`src/design/cmds_pkg.sv`:
```
// shared types, constants and the code load function of the coded motor direction sequencer
`timescale 1ns / 1ps

package cmds_pkg;

   localparam int HALF_SECOND_TICKS = 100;
   localparam int CODE_BYTES = 3;
   localparam int CODE_BITS = 8 * CODE_BYTES;
   localparam int BIT_CNT_W = $clog2(CODE_BITS + 1);
   localparam int TICK_W = $clog2(3 * HALF_SECOND_TICKS + 1);
   localparam int CFG_REGS = 3;
   localparam int CSR_IDX_W = 2;
   localparam int CSR_DATA_W = 8;

   typedef enum logic [CSR_IDX_W-1:0] {
      REG_HEADER  = 2'd0,
      REG_ADDRESS = 2'd1,
      REG_MODE    = 2'd2
   } csr_reg_type;

   typedef enum logic [1:0] {
      KIND_TICK      = 2'd0,
      KIND_CLOCKWISE = 2'd1,
      KIND_ANTICLOCK = 2'd2
   } kind_type;

   typedef enum logic [2:0] {
      PH_IDLE        = 3'd0,
      PH_CODE_LOW    = 3'd1,
      PH_CODE_HIGH   = 3'd2,
      PH_DRIVE       = 3'd3,
      PH_DRIVE_EXTRA = 3'd4
   } phase_type;

   typedef logic [CFG_REGS-1:0][CSR_DATA_W-1:0] cfg_bytes_type;

   typedef struct packed {
      phase_type              phase;
      logic [CODE_BITS-1:0]   code_shift;
      logic [BIT_CNT_W-1:0]   bit_count;
      logic [TICK_W-1:0]      tick_count;
      logic                   clockwise_run;
      logic                   lock_flag;
      logic                   coil_one;
      logic                   coil_two;
   } seq_state_type;

   typedef struct packed {
      logic coil_one;
      logic coil_two;
      logic lock;
      logic busy_res;
      logic rejected;
   } result_type;

   localparam seq_state_type STATE_RESET = '{
      phase:         PH_IDLE,
      code_shift:    '0,
      bit_count:     '0,
      tick_count:    '0,
      clockwise_run: 1'b0,
      lock_flag:     1'b0,
      coil_one:      1'b1,
      coil_two:      1'b1
   };

   // header byte goes out first, bytes past the register set are zero
   function automatic logic [CODE_BITS-1:0] code_load(input cfg_bytes_type cfg);
      logic [CODE_BITS-1:0] code;
      logic [7:0]           b;
      code = '0;
      for (int k = 0; k < CODE_BYTES; k++) begin
         b = '0;
         if (k < CFG_REGS) begin
            b = cfg[k];
         end
         code[CODE_BITS-1-8*k -: 8] = b;
      end
      return code;
   endfunction

endpackage

```
`src/design/cmds_csr.sv`:
```
// configuration register file holding the coded preamble bytes
`timescale 1ns / 1ps

module cmds_csr (
   input  logic                                clock,
   input  logic                                reset,
   input  logic                                csr_we,
   input  logic [cmds_pkg::CSR_IDX_W-1:0]      csr_index,
   input  logic [cmds_pkg::CSR_DATA_W-1:0]     csr_wdata,
   output cmds_pkg::cfg_bytes_type             cfg_bytes
);

   cmds_pkg::cfg_bytes_type cfg_bytes_ff;
   cmds_pkg::cfg_bytes_type cfg_bytes_in;

   always_comb begin
      cfg_bytes_in = cfg_bytes_ff;
      if (csr_we) begin
         case (csr_index)
            cmds_pkg::REG_HEADER:  cfg_bytes_in[0] = csr_wdata;
            cmds_pkg::REG_ADDRESS: cfg_bytes_in[1] = csr_wdata;
            cmds_pkg::REG_MODE:    cfg_bytes_in[2] = csr_wdata;
            default: ;
         endcase
      end
   end

   always_ff @(posedge clock) begin
      if (reset) begin
         cfg_bytes_ff <= '0;
      end else begin
         cfg_bytes_ff <= cfg_bytes_in;
      end
   end

   assign cfg_bytes = cfg_bytes_ff;

endmodule

```
`src/design/cmds_step.sv`:
```
// next-state and result logic for one item of the sequencer
`timescale 1ns / 1ps

module cmds_step (
   input  cmds_pkg::seq_state_type  state,
   input  logic [1:0]               kind,
   input  logic                     overcurrent,
   input  cmds_pkg::cfg_bytes_type  cfg_bytes,
   output cmds_pkg::seq_state_type  state_next,
   output cmds_pkg::result_type     result
);

   always_comb begin
      cmds_pkg::seq_state_type s;
      logic                    rej;
      s = state;
      rej = 1'b0;
      case (kind)
         cmds_pkg::KIND_TICK: begin
            if (s.phase != cmds_pkg::PH_IDLE) begin
               if (s.tick_count != '0) begin
                  s.tick_count = s.tick_count - cmds_pkg::TICK_W'(1);
               end
               if (s.tick_count == '0) begin
                  case (s.phase)
                     cmds_pkg::PH_CODE_LOW: begin
                        s.coil_two = 1'b1;
                        s.tick_count = cmds_pkg::TICK_W'(1);
                        s.phase = cmds_pkg::PH_CODE_HIGH;
                     end
                     cmds_pkg::PH_CODE_HIGH: begin
                        s.code_shift = {s.code_shift[cmds_pkg::CODE_BITS-2:0], 1'b0};
                        if (s.bit_count != '0) begin
                           s.bit_count = s.bit_count - cmds_pkg::BIT_CNT_W'(1);
                        end
                        if (s.bit_count != '0) begin
                           s.coil_two = 1'b0;
                           s.tick_count = s.code_shift[cmds_pkg::CODE_BITS-1] ?
                                          cmds_pkg::TICK_W'(2) : cmds_pkg::TICK_W'(1);
                           s.phase = cmds_pkg::PH_CODE_LOW;
                        end else begin
                           s.coil_one = 1'b1;
                           s.coil_two = 1'b0;
                           s.tick_count = cmds_pkg::TICK_W'(2 * cmds_pkg::HALF_SECOND_TICKS);
                           s.phase = cmds_pkg::PH_DRIVE;
                        end
                     end
                     cmds_pkg::PH_DRIVE: begin
                        if (!overcurrent) begin
                           s.tick_count =
                              cmds_pkg::TICK_W'(3 * cmds_pkg::HALF_SECOND_TICKS);
                           s.phase = cmds_pkg::PH_DRIVE_EXTRA;
                        end else begin
                           s.coil_one = 1'b1;
                           s.coil_two = 1'b1;
                           if (s.clockwise_run) begin
                              s.lock_flag = 1'b0;
                           end
                           s.phase = cmds_pkg::PH_IDLE;
                        end
                     end
                     default: begin
                        s.coil_one = 1'b1;
                        s.coil_two = 1'b1;
                        if (s.clockwise_run) begin
                           s.lock_flag = 1'b0;
                        end
                        s.phase = cmds_pkg::PH_IDLE;
                     end
                  endcase
               end
            end
         end
         cmds_pkg::KIND_CLOCKWISE: begin
            if (s.phase != cmds_pkg::PH_IDLE) begin
               rej = 1'b1;
            end else begin
               s.clockwise_run = 1'b1;
               s.code_shift = cmds_pkg::code_load(cfg_bytes);
               s.bit_count = cmds_pkg::BIT_CNT_W'(cmds_pkg::CODE_BITS);
               s.coil_two = 1'b0;
               s.tick_count = s.code_shift[cmds_pkg::CODE_BITS-1] ?
                              cmds_pkg::TICK_W'(2) : cmds_pkg::TICK_W'(1);
               s.phase = cmds_pkg::PH_CODE_LOW;
            end
         end
         cmds_pkg::KIND_ANTICLOCK: begin
            if (s.phase != cmds_pkg::PH_IDLE) begin
               rej = 1'b1;
            end else begin
               s.clockwise_run = 1'b0;
               s.lock_flag = 1'b1;
               s.coil_one = 1'b0;
               s.coil_two = 1'b1;
               s.tick_count = cmds_pkg::TICK_W'(2 * cmds_pkg::HALF_SECOND_TICKS);
               s.phase = cmds_pkg::PH_DRIVE;
            end
         end
         default: ;
      endcase
      state_next = s;
      result.coil_one = s.coil_one;
      result.coil_two = s.coil_two;
      result.lock = s.lock_flag;
      result.busy_res = (s.phase != cmds_pkg::PH_IDLE);
      result.rejected = rej;
   end

endmodule

```
`src/design/coded_motor_direction_sequencer.sv`:
```
// top level of the coded motor direction sequencer
`timescale 1ns / 1ps
// usage
//  req channel carries one item per handshake: kind (tick, clockwise or
//  anticlockwise start) and the overcurrent level. rsp channel returns one
//  item per request with the coil levels, lock flag, busy and rejected bits.
//  csr port writes the header, address and mode bytes; write only while idle.
//  an item is taken when valid is high and stall is low on a rising edge.
//  the request waits in the input register until the result register is
//  free, then its result is computed, registered there and offered.
//  throughput: one item per cycle unless the receiver stalls; the state
//  update is a single pass of small logic between the two registers.
//  when the receiver stalls, the result register holds and the input
//  register can still take one more item; further requests are stalled.
//  reset (synchronous, active high) empties both registers, clears the
//  csr bytes to zero, returns to idle with both coils high and lock clear.

module coded_motor_direction_sequencer (
   input  logic                               clock,
   input  logic                               reset,
   input  logic                               req_valid,
   output logic                               req_stall,
   input  logic [1:0]                         req_kind,
   input  logic                               req_overcurrent,
   output logic                               rsp_valid,
   input  logic                               rsp_stall,
   output logic                               rsp_coil_one,
   output logic                               rsp_coil_two,
   output logic                               rsp_lock,
   output logic                               rsp_busy_res,
   output logic                               rsp_rejected,
   input  logic                               csr_we,
   input  logic [cmds_pkg::CSR_IDX_W-1:0]     csr_index,
   input  logic [cmds_pkg::CSR_DATA_W-1:0]    csr_wdata
);

   cmds_pkg::cfg_bytes_type  cfg_bytes;
   cmds_pkg::seq_state_type  state_ff;
   cmds_pkg::seq_state_type  state_in;
   cmds_pkg::result_type     result_ff;
   cmds_pkg::result_type     result_in;
   logic                     in_valid_ff;
   logic                     in_valid_in;
   logic [1:0]               in_kind_ff;
   logic                     in_oc_ff;
   logic                     out_valid_ff;
   logic                     out_valid_in;
   logic                     out_ready;
   logic                     advance;
   logic                     accept;

   cmds_csr u_csr (
      .clock     (clock),
      .reset     (reset),
      .csr_we    (csr_we),
      .csr_index (csr_index),
      .csr_wdata (csr_wdata),
      .cfg_bytes (cfg_bytes)
   );

   cmds_step u_step (
      .state       (state_ff),
      .kind        (in_kind_ff),
      .overcurrent (in_oc_ff),
      .cfg_bytes   (cfg_bytes),
      .state_next  (state_in),
      .result      (result_in)
   );

   assign out_ready = !out_valid_ff || !rsp_stall;
   assign advance = in_valid_ff && out_ready;
   assign req_stall = in_valid_ff && !out_ready;
   assign accept = req_valid && !req_stall;

   always_comb begin
      in_valid_in = in_valid_ff;
      if (accept) begin
         in_valid_in = 1'b1;
      end else if (advance) begin
         in_valid_in = 1'b0;
      end
      out_valid_in = out_valid_ff;
      if (advance) begin
         out_valid_in = 1'b1;
      end else if (out_valid_ff && !rsp_stall) begin
         out_valid_in = 1'b0;
      end
   end

   always_ff @(posedge clock) begin
      if (reset) begin
         in_valid_ff <= 1'b0;
         out_valid_ff <= 1'b0;
         state_ff <= cmds_pkg::STATE_RESET;
      end else begin
         in_valid_ff <= in_valid_in;
         out_valid_ff <= out_valid_in;
         if (advance) begin
            state_ff <= state_in;
         end
      end
   end

   always_ff @(posedge clock) begin
      if (accept) begin
         in_kind_ff <= req_kind;
         in_oc_ff <= req_overcurrent;
      end
      if (advance) begin
         result_ff <= result_in;
      end
   end

   assign rsp_valid = out_valid_ff;
   assign rsp_coil_one = result_ff.coil_one;
   assign rsp_coil_two = result_ff.coil_two;
   assign rsp_lock = result_ff.lock;
   assign rsp_busy_res = result_ff.busy_res;
   assign rsp_rejected = result_ff.rejected;

endmodule

```
`config.mk`:
```
export PLATFORM = sky130hd
export DESIGN_NAME = coded_motor_direction_sequencer
export DESIGN_NICKNAME = d
export VERILOG_FILES = /design/src/design/cmds_pkg.sv /design/src/design/cmds_csr.sv /design/src/design/cmds_step.sv /design/src/design/coded_motor_direction_sequencer.sv
export SDC_FILE = /design/constraint.sdc
export NUM_CORES = 1
export LEC_CHECK = 0
export BUFFER_PORTS_ARGS = -buffer_cell sky130_fd_sc_hd__buf_4
export CORE_MARGIN = 5
export CORE_UTILIZATION = 55
export CTS_BUF_LIST = sky130_fd_sc_hd__clkbuf_4
export DETAILED_ROUTE_END_ITERATION = 8
export GPL_ROUTABILITY_DRIVEN = 0
export PLACE_DENSITY = 0.77
export SYNTH_ARGS = -nofsm -noshare
export SYNTH_HDL_FRONTEND = slang
export SYNTH_HIERARCHICAL = 1
export SYNTH_SLANG_ARGS = --single-unit
```
`constraint.sdc`:
```
create_clock -name clock -period 8 [get_ports clock]
set_input_delay 0.8 -clock clock [delete_from_list [all_inputs] [get_ports clock]]
set_output_delay 0.8 -clock clock [all_outputs]
set_load 0.02 [all_outputs]
```
# Word level (Yosys, flattened, before mapping)
# Cells that the tools add are included.
# totals
word_cells	108
register_bits	78
# op_classes
n_mux	44
n_addsub	2
n_reduce_logical	30
n_eq_ne	12
# op_table
operator	n
41-bit 2-to-1 mux	2
28-bit one-hot mux with 2 select lines	1
9-bit one-hot mux with 3 select lines	2
9-bit 2-to-1 mux	5
42-bit 2-to-1 mux	1
29-bit 2-to-1 mux	1
5-bit 2-to-1 mux	5
3-bit one-hot mux with 3 select lines	2
8-bit 2-to-1 mux	2
3-bit 2-to-1 mux	5
13-bit 2-to-1 mux	1
5-bit nonzero test	2
9-bit zero test	1
3-bit nonzero test	3
9-bit nonzero test	1
9-bit by 1-bit subtractor with 9-bit output (second input constant)	1
1-bit 2-to-1 mux	8
2-bit nonzero test	4
3-bit by 2-bit equality test with 1-bit output (second input constant)	2
2-bit 2-to-1 mux	3
2-bit != test (second input constant)	3
1-bit one-hot mux with 2 select lines	3
1-bit one-hot mux with 3 select lines	2
2-bit AND reduction	3
14 further kinds	25

# Logic depth before layout (Yosys ltp)
# Gate-level depths: netlist (run 1).
# logic_depth
word_depth	15
ltp_mapped	13
mapped_depth_nobuf	11

# Cells and area by module
# Netlist (run 1), hierarchy kept.
# by_module_without_submodules
module	seq_area_each_um2	cells_per_inst	instances	area_per_inst_um2
coded_motor_direction_sequencer	1181.1	213	1	2372.3
cmds_step	0.0	311	1	1906.8
cmds_csr	480.5	91	1	999.7

# Least setup slack after synthesis (run 1)
# OpenSTA, ideal clock, no wires.
# synth_path
kind	reg-to-reg
startpoint	register state_ff[4] in the netlist's numbering
endpoint	register state_ff[10] in the netlist's numbering
synth_period_minus_slack_ps	2596
path_buffers	1
t_required_ps	7928
setup_ps	72
arrival_ps	2525
path_slack_ps	5404
path_stages_with_launch	13
path_cell_list	dfxtp_1 inv_1 ha_1 nand2b_1 nor4_1 mux2i_1 nand4_2 buf_6 or3_1 a32oi_1 a21o_1 nand2b_1 mux2i_1
# synth_lines
item	line	text
from (decl)	coded_motor_direction_sequencer.sv:38	cmds_pkg::seq_state_type state_ff;
from (signal assigned)	coded_motor_direction_sequencer.sv:94	state_ff <= cmds_pkg::STATE_RESET;
from (signal assigned)	coded_motor_direction_sequencer.sv:99	state_ff <= state_in;

# Worst setup path after layout (run 1)
# layout_path
startpoint	register state_ff[4] in the netlist's numbering
endpoint	register state_ff[16] in the netlist's numbering
# layout_between
elab_chain_len	7
elab_cells_between_ends	8
classes_between	add/sub (1); eq/ne (1); mux (3); reduce/logical (3)
# layout_rtl
item	line	text
9-bit by 1-bit subtractor with 9-bit output / 9-bit nonzero test (equally long branches)	cmds_step.sv:22, cmds_step.sv:21	
9-bit 2-to-1 mux *	cmds_step.sv:21	if (s.tick_count != '0) begin
9-bit 2-to-1 mux *	cmds_step.sv:20	if (s.phase != cmds_pkg::PH_IDLE) begin
9-bit 2-to-1 mux *	cmds_step.sv:18	case (kind)
9-bit zero test *	cmds_step.sv:24	if (s.tick_count == '0) begin
2-bit by 1-bit != test with 1-bit output (no line) *	--	
6-bit AND reduction (no line) *	--	
# Mark *: on every way between the ends. The rest lies on a longest branch, timed or not. The select of a mux whose other input is x is not followed.
# A chain may end at the register's enable or synchronous reset.

==> results of run 1 <==
per-layer routing:
layer,wire (um),share of wire (%)
met3,598,5.3
met4,179,1.6
met2,5740,51
met5,0,0
met1,4780,42
metrics by stage:
| stage | cell area (sq um) | power (mW) |
|---|---|---|
| after global placement | 5280 | 0.575 |
| after floorplan | 5200 | 0.553 |
| after CTS | 5440 | 0.854 |
| after global routing | 5440 | 0.886 |
| final | 5440 | 0.848 |
| after detailed placement | 5280 | 0.579 |
cell type report:
class	instances	area (sq um)	area share, %
clock buffers	11	82.6	1.52
clock inverters	5	82.6	1.52
inverters	19	71.3	1.31
multi-input cells	464	3190	58.7
flip-flops and latches	78	1640	30.2
well taps	129	161	2.97
repair buffers	28	210	3.86
power groups by stage:
stage | registers (mW) | logic (mW) | clock network (mW)
3_3_place_gp | 0.426 | 0.149 | 0
2_1_floorplan | 0.425 | 0.128 | 0
3_5_place_dp | 0.427 | 0.152 | 0
4_1_cts | 0.418 | 0.153 | 0.283
6_report | 0.418 | 0.154 | 0.275
5_1_grt | 0.420 | 0.168 | 0.298
sequential cells by signal (all words and copies together), names as in the netlist:
name and count:
state_ff 44, u_csr/cfg_bytes 24, in_kind_ff 2, in_oc_ff 1
in_valid_ff 1, rsp_busy_res 1, rsp_coil_one 1, rsp_coil_two 1
rsp_lock 1, rsp_rejected 1, rsp_valid 1
worst min-delay path by stage:
stage / start / to / slack (ns) / cells after the start
2_1_floorplan: state_ff[7] / state_ff[7] / 0.45 / 2
3_3_place_gp: u_csr/cfg_bytes[10] / u_csr/cfg_bytes[10] / 0.46 / 2
3_5_place_dp: u_csr/cfg_bytes[5] / u_csr/cfg_bytes[5] / 0.47 / 2
4_1_cts: u_csr/cfg_bytes[14] / u_csr/cfg_bytes[14] / 0.49 / 2
5_1_grt: req_kind[0] / in_kind_ff[0] / 0.50 / 1
6_report: u_csr/cfg_bytes[14] / u_csr/cfg_bytes[14] / 0.49 / 2
cells in the final DEF (no fill, tap or decap), types with 10 or more instances in the layout:
master    count
nand2b_1    118
mux2i_1      93
dfxtp_1      70
nand2_1      38
o21ai_0      35
nor2_1       34
buf_4        28
a21oi_1      20
inv_1        18
a22oi_1      18
nor3_1       13
clkbuf_4     11
nand3_1      10
worst max-delay path, delay by kind of cell, from the launching register on:
kind | cells | cell delay [ns]
and+or+nand+nor | 6 | 2.05
DFF | 1 | 0.40
buffers and inverters | 1 | 0.17
AOI/OAI and AO/OA | 1 | 0.20
muxes | 2 | 0.46
adders and majority gates | 1 | 0.29
==> results.sh, run 1 <==
export IMPL_status="complete, no violations"
export IMPL_yosysWarnings=6
export IMPL_worst_pin_slew_ns=1.04
export IMPL_cts_buffers=9
export IMPL_clk_latency_ns=0.44
export IMPL_routed_wl_mm=11.3
export IMPL_cts_tree="built"
export IMPL_detail_route_antenna_nets=0
export IMPL_grt_pass1_wl_mm=19.4
export IMPL_drc=0
export IMPL_powerDensity_nw_per_um2=156
export IMPL_io_pins=25
export IMPL_grt_pass1_vias=4197
export IMPL_rows=35
export IMPL_netlist_area_sq_um=5200
export IMPL_firstDrtPassIters=5
export IMPL_clock_path_buffers=2
export IMPL_r2r_start="state_ff[4]"
export IMPL_grtUsageMet2_pct=36.3
export IMPL_switching_share_pct=28.7
export IMPL_reg2reg_slack_ns=4.32
export IMPL_root_buffer="clkbuf_4"
export IMPL_hp_class="register to register"
export IMPL_finClkSkew_ns=0.0128
export IMPL_setup_ws_ns=4.32
export IMPL_stdcell_count=734
export IMPL_die_width_um=107
export IMPL_ir_drop_uv=117
export IMPL_clock_sinks=78
export IMPL_utilization_pct=58.9
export IMPL_crit_arrival_ns=4.00
export IMPL_routed_via_count=4272
export IMPL_clkSlewWorstSetupHoldPaths_ns=0.12
export IMPL_numPlacedInstances=718
export IMPL_slew_headroom_pct=30.5
export IMPL_start_kind="register"
export IMPL_power_leakage_nw=2.14
export IMPL_power_switching_mw=0.243
export IMPL_required_ns=8.32
export IMPL_grt_usage_pct=20.6
export IMPL_grt_overflow=0
export IMPL_grt_busiest_layer="met2"
export IMPL_post_cts_buffers=0
export IMPL_die_height_um=107
export IMPL_worstReg2RegEnd="state_ff[16]"
export IMPL_worstSetupStartpoint="state_ff[4]"
export IMPL_htreeDepth=3
export IMPL_worstPathMaxFanout=24
export IMPL_drt_wirelength_per_cell_um=15.4
export IMPL_syn_num_nets=632
export IMPL_area_growth_pct=4.59
export IMPL_crit_path_top_delay_cell="nand4_2"
export IMPL_crit_chain="inv_1, ha_1, nand2b_1, nor4_1, mux2i_1, nand4_2, nor2_1, a21bo_2, nand3_1, nand2b_1, mux2i_1"
export IMPL_hold_viol_final=0
export IMPL_cts_resized_gates=0
export IMPL_slowest_delay_ns=0.86
export IMPL_antenna_diode_count=0
export IMPL_num_fill_cells=831
export IMPL_seqPwrFrac_pct=49.3
export IMPL_drv_slew=0
export IMPL_fin_crit_sh_pct=46.0
export IMPL_antenna_found_initial=0
export IMPL_post_dp_hpwl_mm=7.54
export IMPL_period_needed_ns=3.68
export IMPL_syn_inst=607
export IMPL_p_clk_share_pct=32.5
export IMPL_share_comb_of_total_power_pct=18.2
export IMPL_criticalPathCategory="register to register"
export IMPL_critPathCapture="state_ff[16]"
export IMPL_via_per_inst=5.82
export IMPL_final_nets=625
export IMPL_rsz0062_at_grt="false"
export IMPL_start_util_pct=56.3
export IMPL_finalSetupTns_ns=0
export IMPL_core_sq_um=9240
export IMPL_cap_violations=0
export IMPL_die_area_sq_um=11500
export IMPL_setup_viol=0
export IMPL_drt_first_iter_violations=254
export IMPL_fin_hold_ws_ns=0.486
export IMPL_detailedPlace_worstSlack_ns=4.38
export IMPL_io_buffers=24
export IMPL_max_freq_mhz=272
export IMPL_avgSynthCellArea_sq_um=8.57
export IMPL_grtUsageMet3_pct=4.26
export IMPL_cts_hold_fix_buffers=0
export IMPL_ff2ff_path_depth=11
export IMPL_p_int_mw=0.605
export IMPL_met1_usage_pct=24.6
export IMPL_grt_max_degree=123
export IMPL_drive_above_1_share_pct=9.75
export IMPL_endpoint_kind="register"
No activity file was read; power rests on OpenSTA's default activity.
==> inputs of run 2 (changes only) <==
Settings changed: PLACE_DENSITY 0.77 to 0.79.
Clock period 8 ns to 3 ns, I/O delays scaled along.
==> results.sh, run 2 (synthesis gave the netlist of run 1 again) <==
export IMPL_grt_pass1_vias=4198
export IMPL_fin_crit_sh_pct=93.5
export IMPL_seqCellArea_sq_um=1640
export IMPL_io_buffers=24
export IMPL_num_fill_cells=793
export IMPL_area_growth_pct=6.59
export IMPL_setup_viol=0
export IMPL_firstDrtPassIters=5
export IMPL_largest_register_ffs=44
export IMPL_drt_wirelength_per_cell_um=15.7
export IMPL_drc=0
export IMPL_regMostFlops="state_ff"
export IMPL_clk_latency_ns=0.45
export IMPL_r2r_start="state_ff[5]"
export IMPL_ff2ff_path_depth=11
export IMPL_reg2reg_slack_ns=0.20
export IMPL_die_width_um=107
export IMPL_powerDensity_nw_per_um2=404
export IMPL_final_nets=635
export IMPL_switching_share_pct=31.2
export IMPL_detail_route_antenna_nets=0
export IMPL_finClkSkew_ns=0.0197
export IMPL_fin_hold_ws_ns=0.0306
export IMPL_multi_input_area_sq_um=3230
export IMPL_antenna_found_initial=0
export IMPL_via_per_inst=5.85
export IMPL_worstSetupStartpoint="state_ff[5]"
export IMPL_grt_pass1_wl_mm=19.9
export IMPL_routed_via_count=4355
export IMPL_start_util_pct=56.3
export IMPL_stdcell_count=744
export IMPL_min_to="in_kind_ff[1]"
export IMPL_p_int_mw=1.54
export IMPL_numPlacedInstances=726
export IMPL_max_freq_mhz=357
export IMPL_ir_drop_uv=226
export IMPL_antenna_diode_count=0
export IMPL_p_clk_share_pct=30.3
export IMPL_worstPathMaxFanout=13
export IMPL_clock_path_buffers=2
export IMPL_hold_viol_final=0
export IMPL_grt_usage_pct=21.0
export IMPL_crit_arrival_ns=3.18
export IMPL_cap_violations=0
export IMPL_grt_overflow=0
export IMPL_rows=35
export IMPL_power_switching_mw=0.700
export IMPL_cts_buffers=9
export IMPL_clock_sinks=78
export IMPL_grt_max_degree=123
export IMPL_endpoint_kind="register"
export IMPL_core_sq_um=9240
export IMPL_die_height_um=107
export IMPL_required_ns=3.38
export IMPL_hp_class="input port to register"
export IMPL_power_leakage_nw=2.19
export IMPL_worstReg2RegEnd="state_ff[24]"
export IMPL_htreeDepth=3
export IMPL_final_common_cell="nand2b_1"
export IMPL_drt_first_iter_violations=281
export IMPL_worst_pin_slew_ns=0.829
export IMPL_post_dp_hpwl_mm=7.69
export IMPL_share_comb_of_total_power_pct=20.0
export IMPL_status="complete, no violations"
export IMPL_start_kind="register"
export IMPL_hold_path_depth=1
export IMPL_slew_headroom_pct=44.7
export IMPL_drive_above_1_share_pct=11.2
export IMPL_cts_tree="built"
export IMPL_die_area_sq_um=11500
export IMPL_drv_slew=0
export IMPL_period_needed_ns=2.80
export IMPL_clkSlewWorstSetupHoldPaths_ns=0.14
export IMPL_criticalPathCategory="register to register"
export IMPL_seqPwrFrac_pct=49.7
export IMPL_io_pins=25
export IMPL_root_buffer="clkbuf_4"
export IMPL_mostFrequentLayoutCells="nand2b_1, mux2i_1, dfxtp_1"
export IMPL_min_delay_start="req_kind[1]"
export IMPL_routed_wl_mm=11.7
run 2: how the worst max path moves through the flow:
stage / end / slack [ns]
floorplan: state_ff[11] / 0.40
global placement: rsp_busy_res / 0.27
detailed placement: rsp_busy_res / 0.16
CTS: rsp_busy_res / 0.15
global route: state_ff[24] / -0.06
finish: state_ff[24] / 0.20
run 2: cell type report:
| cell class | count | area share (%) |
|---|---|---|
| multi-input cells | 464 | 58.2 |
| flip-flops and latches | 78 | 29.6 |
| repair buffers | 38 | 5.41 |
| well taps | 129 | 2.91 |
| clock inverters | 7 | 1.42 |
| inverters | 19 | 1.29 |
| clock buffers | 9 | 1.22 |
run 2: metal layers:
metal  share of wire (%)  vias to the layer above  GRT usage, %
met5                   0                        -             0
met4                 2.1                        0          7.21
met3                 6.2                       29          4.02
met2                  49                      157          36.1
met1                  43                     2045          26.2
li1                    -                     2124             -
run 2: power groups by stage:
stage	registers, mW	logic (mW)	clock network (mW)
after floorplan	1.13	0.341	0
after global placement	1.13	0.416	0
after detailed placement	1.14	0.427	0
after CTS	1.11	0.428	0.703
after global routing	1.12	0.487	0.750
final	1.11	0.449	0.679
run 2: worst max-delay path: stages (launching register included):
cell and delay, ns:
dfxtp_1 0.39, inv_1 0.14, ha_1 0.26, nor4b_1 0.37, o211ai_1 0.18, nor4_1 0.32, nand4_2 0.27, buf_4 0.30
mux2i_1 0.15, o221ai_1 0.19, nand2b_1 0.07, mux2i_1 0.12
run 2: per-stage QoR:
stage                     TNS, ns  setup slack, ns  cell area, sq um  utilization (%)  power (mW)
after CTS                       0            0.148              5500             59.5        2.24
after global routing       -0.110          -0.0562              5550             60.0        2.36
after detailed placement        0            0.155              5350             57.9        1.56
after floorplan                 0            0.404              5200                -        1.47
after global placement          0            0.266              5350             57.9        1.55
final                           0            0.196              5550             60.0        2.24
run 2: timing repair:
action,CTS,global route
gates resized for setup,0,5
endpoints found under the hold margin,0,1
endpoints found under the setup margin,0,10
setup buffers,0,1
hold buffers,0,1
==> inputs of run 3 (changes only) <==
Settings changed: CORE_UTILIZATION 55 to 58, GPL_TIMING_DRIVEN set to 1, HOLD_SLACK_MARGIN set to 0.06, PLACE_DENSITY 0.79 to 0.83.
==> results.sh, run 3 (synthesis gave the netlist of run 1 again) <==
export IMPL_die_width_um=105
export IMPL_endpoint_kind="register"
export IMPL_switching_share_pct=29.4
export IMPL_largest_register_ffs=44
export IMPL_stdcell_count=726
export IMPL_period_needed_ns=2.90
export IMPL_path_buf_inv=2
export IMPL_numPlacedInstances=705
export IMPL_area_growth_pct=6.59
export IMPL_slew_headroom_pct=44.8
export IMPL_routed_wl_mm=11.6
export IMPL_drv_slew=0
export IMPL_post_dp_hpwl_mm=7.75
export IMPL_clk_latency_ns=0.43
export IMPL_crit_path_top_delay_cell="dfxtp_1"
export IMPL_power_switching_mw=0.673
export IMPL_crit_arrival_ns=3.23
export IMPL_max_freq_mhz=345
export IMPL_min_delay_start="req_valid"
export IMPL_rsz0062_at_grt="true"
export IMPL_grt_pass1_wl_mm=20.2
export IMPL_worstReg2RegEnd="state_ff[1]"
export IMPL_reg2reg_slack_ns=0.10
export IMPL_required_ns=3.33
export IMPL_min_to="in_valid_ff"
export IMPL_mostFrequentLayoutCells="nand2b_1, mux2i_1, dfxtp_1"
export IMPL_num_fill_cells=710
export IMPL_cts_buffers=9
export IMPL_worstPathMaxFanout=8
export IMPL_drt_wirelength_per_cell_um=16.0
export IMPL_hp_class="input port to register"
export IMPL_final_common_cell="nand2b_1"
export IMPL_finClkSkew_ns=0.0176
export IMPL_grt_pass1_vias=4408
export IMPL_crit_chain="inv_1, ha_1, nand2b_1, nor4_2, mux2i_1, nand4_2, buf_4, nor2_1, nor4bb_1, o21ai_0, nor2_1, mux2i_1"
export IMPL_core_sq_um=8720
export IMPL_grt_usage_pct=21.7
export IMPL_detail_route_antenna_nets=0
export IMPL_p_int_mw=1.62
export IMPL_io_pins=25
export IMPL_grt_overflow=0
export IMPL_detailedPlace_worstSlack_ns=0.125
export IMPL_drc=0
export IMPL_final_nets=638
export IMPL_ir_drop_uv=299
export IMPL_hold_path_depth=3
export IMPL_drt_first_iter_violations=287
export IMPL_grt_max_degree=123
export IMPL_via_per_inst=6.03
export IMPL_hold_viol_final=0
export IMPL_criticalPathCategory="register to register"
export IMPL_seqPwrFrac_pct=48.6
export IMPL_clock_path_buffers=2
export IMPL_antenna_diode_count=0
export IMPL_antenna_found_initial=0
export IMPL_power_leakage_nw=2.21
export IMPL_crit_family="simple AND/OR/NAND/NOR gates"
export IMPL_firstDrtPassIters=5
export IMPL_slowest_delay_ns=0.39
export IMPL_routed_via_count=4379
export IMPL_die_area_sq_um=11000
export IMPL_fin_crit_sh_pct=96.6
export IMPL_die_height_um=105
export IMPL_setup_ws_ns=0.101
export IMPL_r2r_start="state_ff[5]"
export IMPL_ff2ff_path_depth=12
export IMPL_rows=34
export IMPL_htreeDepth=3
export IMPL_clkSlewWorstSetupHoldPaths_ns=0.13
export IMPL_start_util_pct=59.7
export IMPL_regMostFlops="state_ff"
export IMPL_status="complete, no violations"
export IMPL_start_kind="register"
export IMPL_worst_pin_slew_ns=0.828
export IMPL_power_mw=2.29
export IMPL_drive_above_1_share_pct=11.5
export IMPL_root_buffer="clkbuf_4"
export IMPL_cap_violations=0
export IMPL_worstSetupStartpoint="state_ff[5]"
export IMPL_io_buffers=24
export IMPL_setup_viol=0
export IMPL_share_comb_of_total_power_pct=19.5
export IMPL_p_clk_share_pct=31.9
export IMPL_powerDensity_nw_per_um2=413
export IMPL_cts_tree="built"
export IMPL_clock_sinks=78
[run 3: worst max path at each step]
stage,end,slack (ns),cells after the start
after global placement,rsp_busy_res,0.28,9
final,state_ff[1],0.10,12
after floorplan,state_ff[11],0.40,12
after CTS,rsp_busy_res,0.12,9
after detailed placement,rsp_busy_res,0.12,9
after global routing,state_ff[10],-0.11,11
[run 3: final cells by class]
type | count | area, sq um | share of cell area (%)
multi-input combinational | 464 | 3210 | 57.8
sequential | 78 | 1640 | 29.6
timing repair buffer | 41 | 328 | 5.91
tap | 108 | 135 | 2.44
clock inverter | 7 | 95.1 | 1.71
inverter | 19 | 71.3 | 1.29
clock buffer | 9 | 67.6 | 1.22
[run 3: worst reg2reg max path: stages, from the launching register on]
cell,delay [ns]
dfxtp_1,0.39
inv_1,0.14
ha_1,0.27
nand2b_1,0.16
nor4_2,0.21
mux2i_1,0.38
nand4_2,0.29
buf_4,0.25
nor2_1,0.11
nor4bb_1,0.24
o21ai_0,0.15
nor2_1,0.12
mux2i_1,0.09
[run 3: stage by stage]
stage	instance area, sq um	setup TNS (ns)	utilization [%]	hold slack, ns
6_report	5550	0	63.6	0.142
5_1_grt	5550	-0.390	63.6	0.137
4_1_cts	5520	0	63.3	0.128
3_5_place_dp	5320	0	61.0	0.465
3_3_place_gp	5320	0	61.0	0.460
2_1_floorplan	5200	0	-	0.399
[run 3: what timing repair did]
| item | in CTS | in global routing |
|---|---|---|
| hold buffers | 3 | 0 |
| hold endpoints to repair | 3 | 0 |
| gates resized for setup | 0 | 3 |
| setup endpoints to repair | 0 | 11 |
| setup buffers | 0 | 2 |
[run 3: layer usage]
metal	track usage, %	share of wire, %
met5	0	0
met4	9.86	3.4
met3	4.32	6.5
met2	36.6	48
met1	26.6	42
[run 3: power by group through the flow]
stage / sequential, mW / combinational, mW / clock [mW]
after global placement: 1.13 / 0.413 / 0
after floorplan: 1.13 / 0.341 / 0
after CTS: 1.11 / 0.429 / 0.747
after detailed placement: 1.14 / 0.424 / 0
after global routing: 1.12 / 0.485 / 0.798
final: 1.11 / 0.447 / 0.731
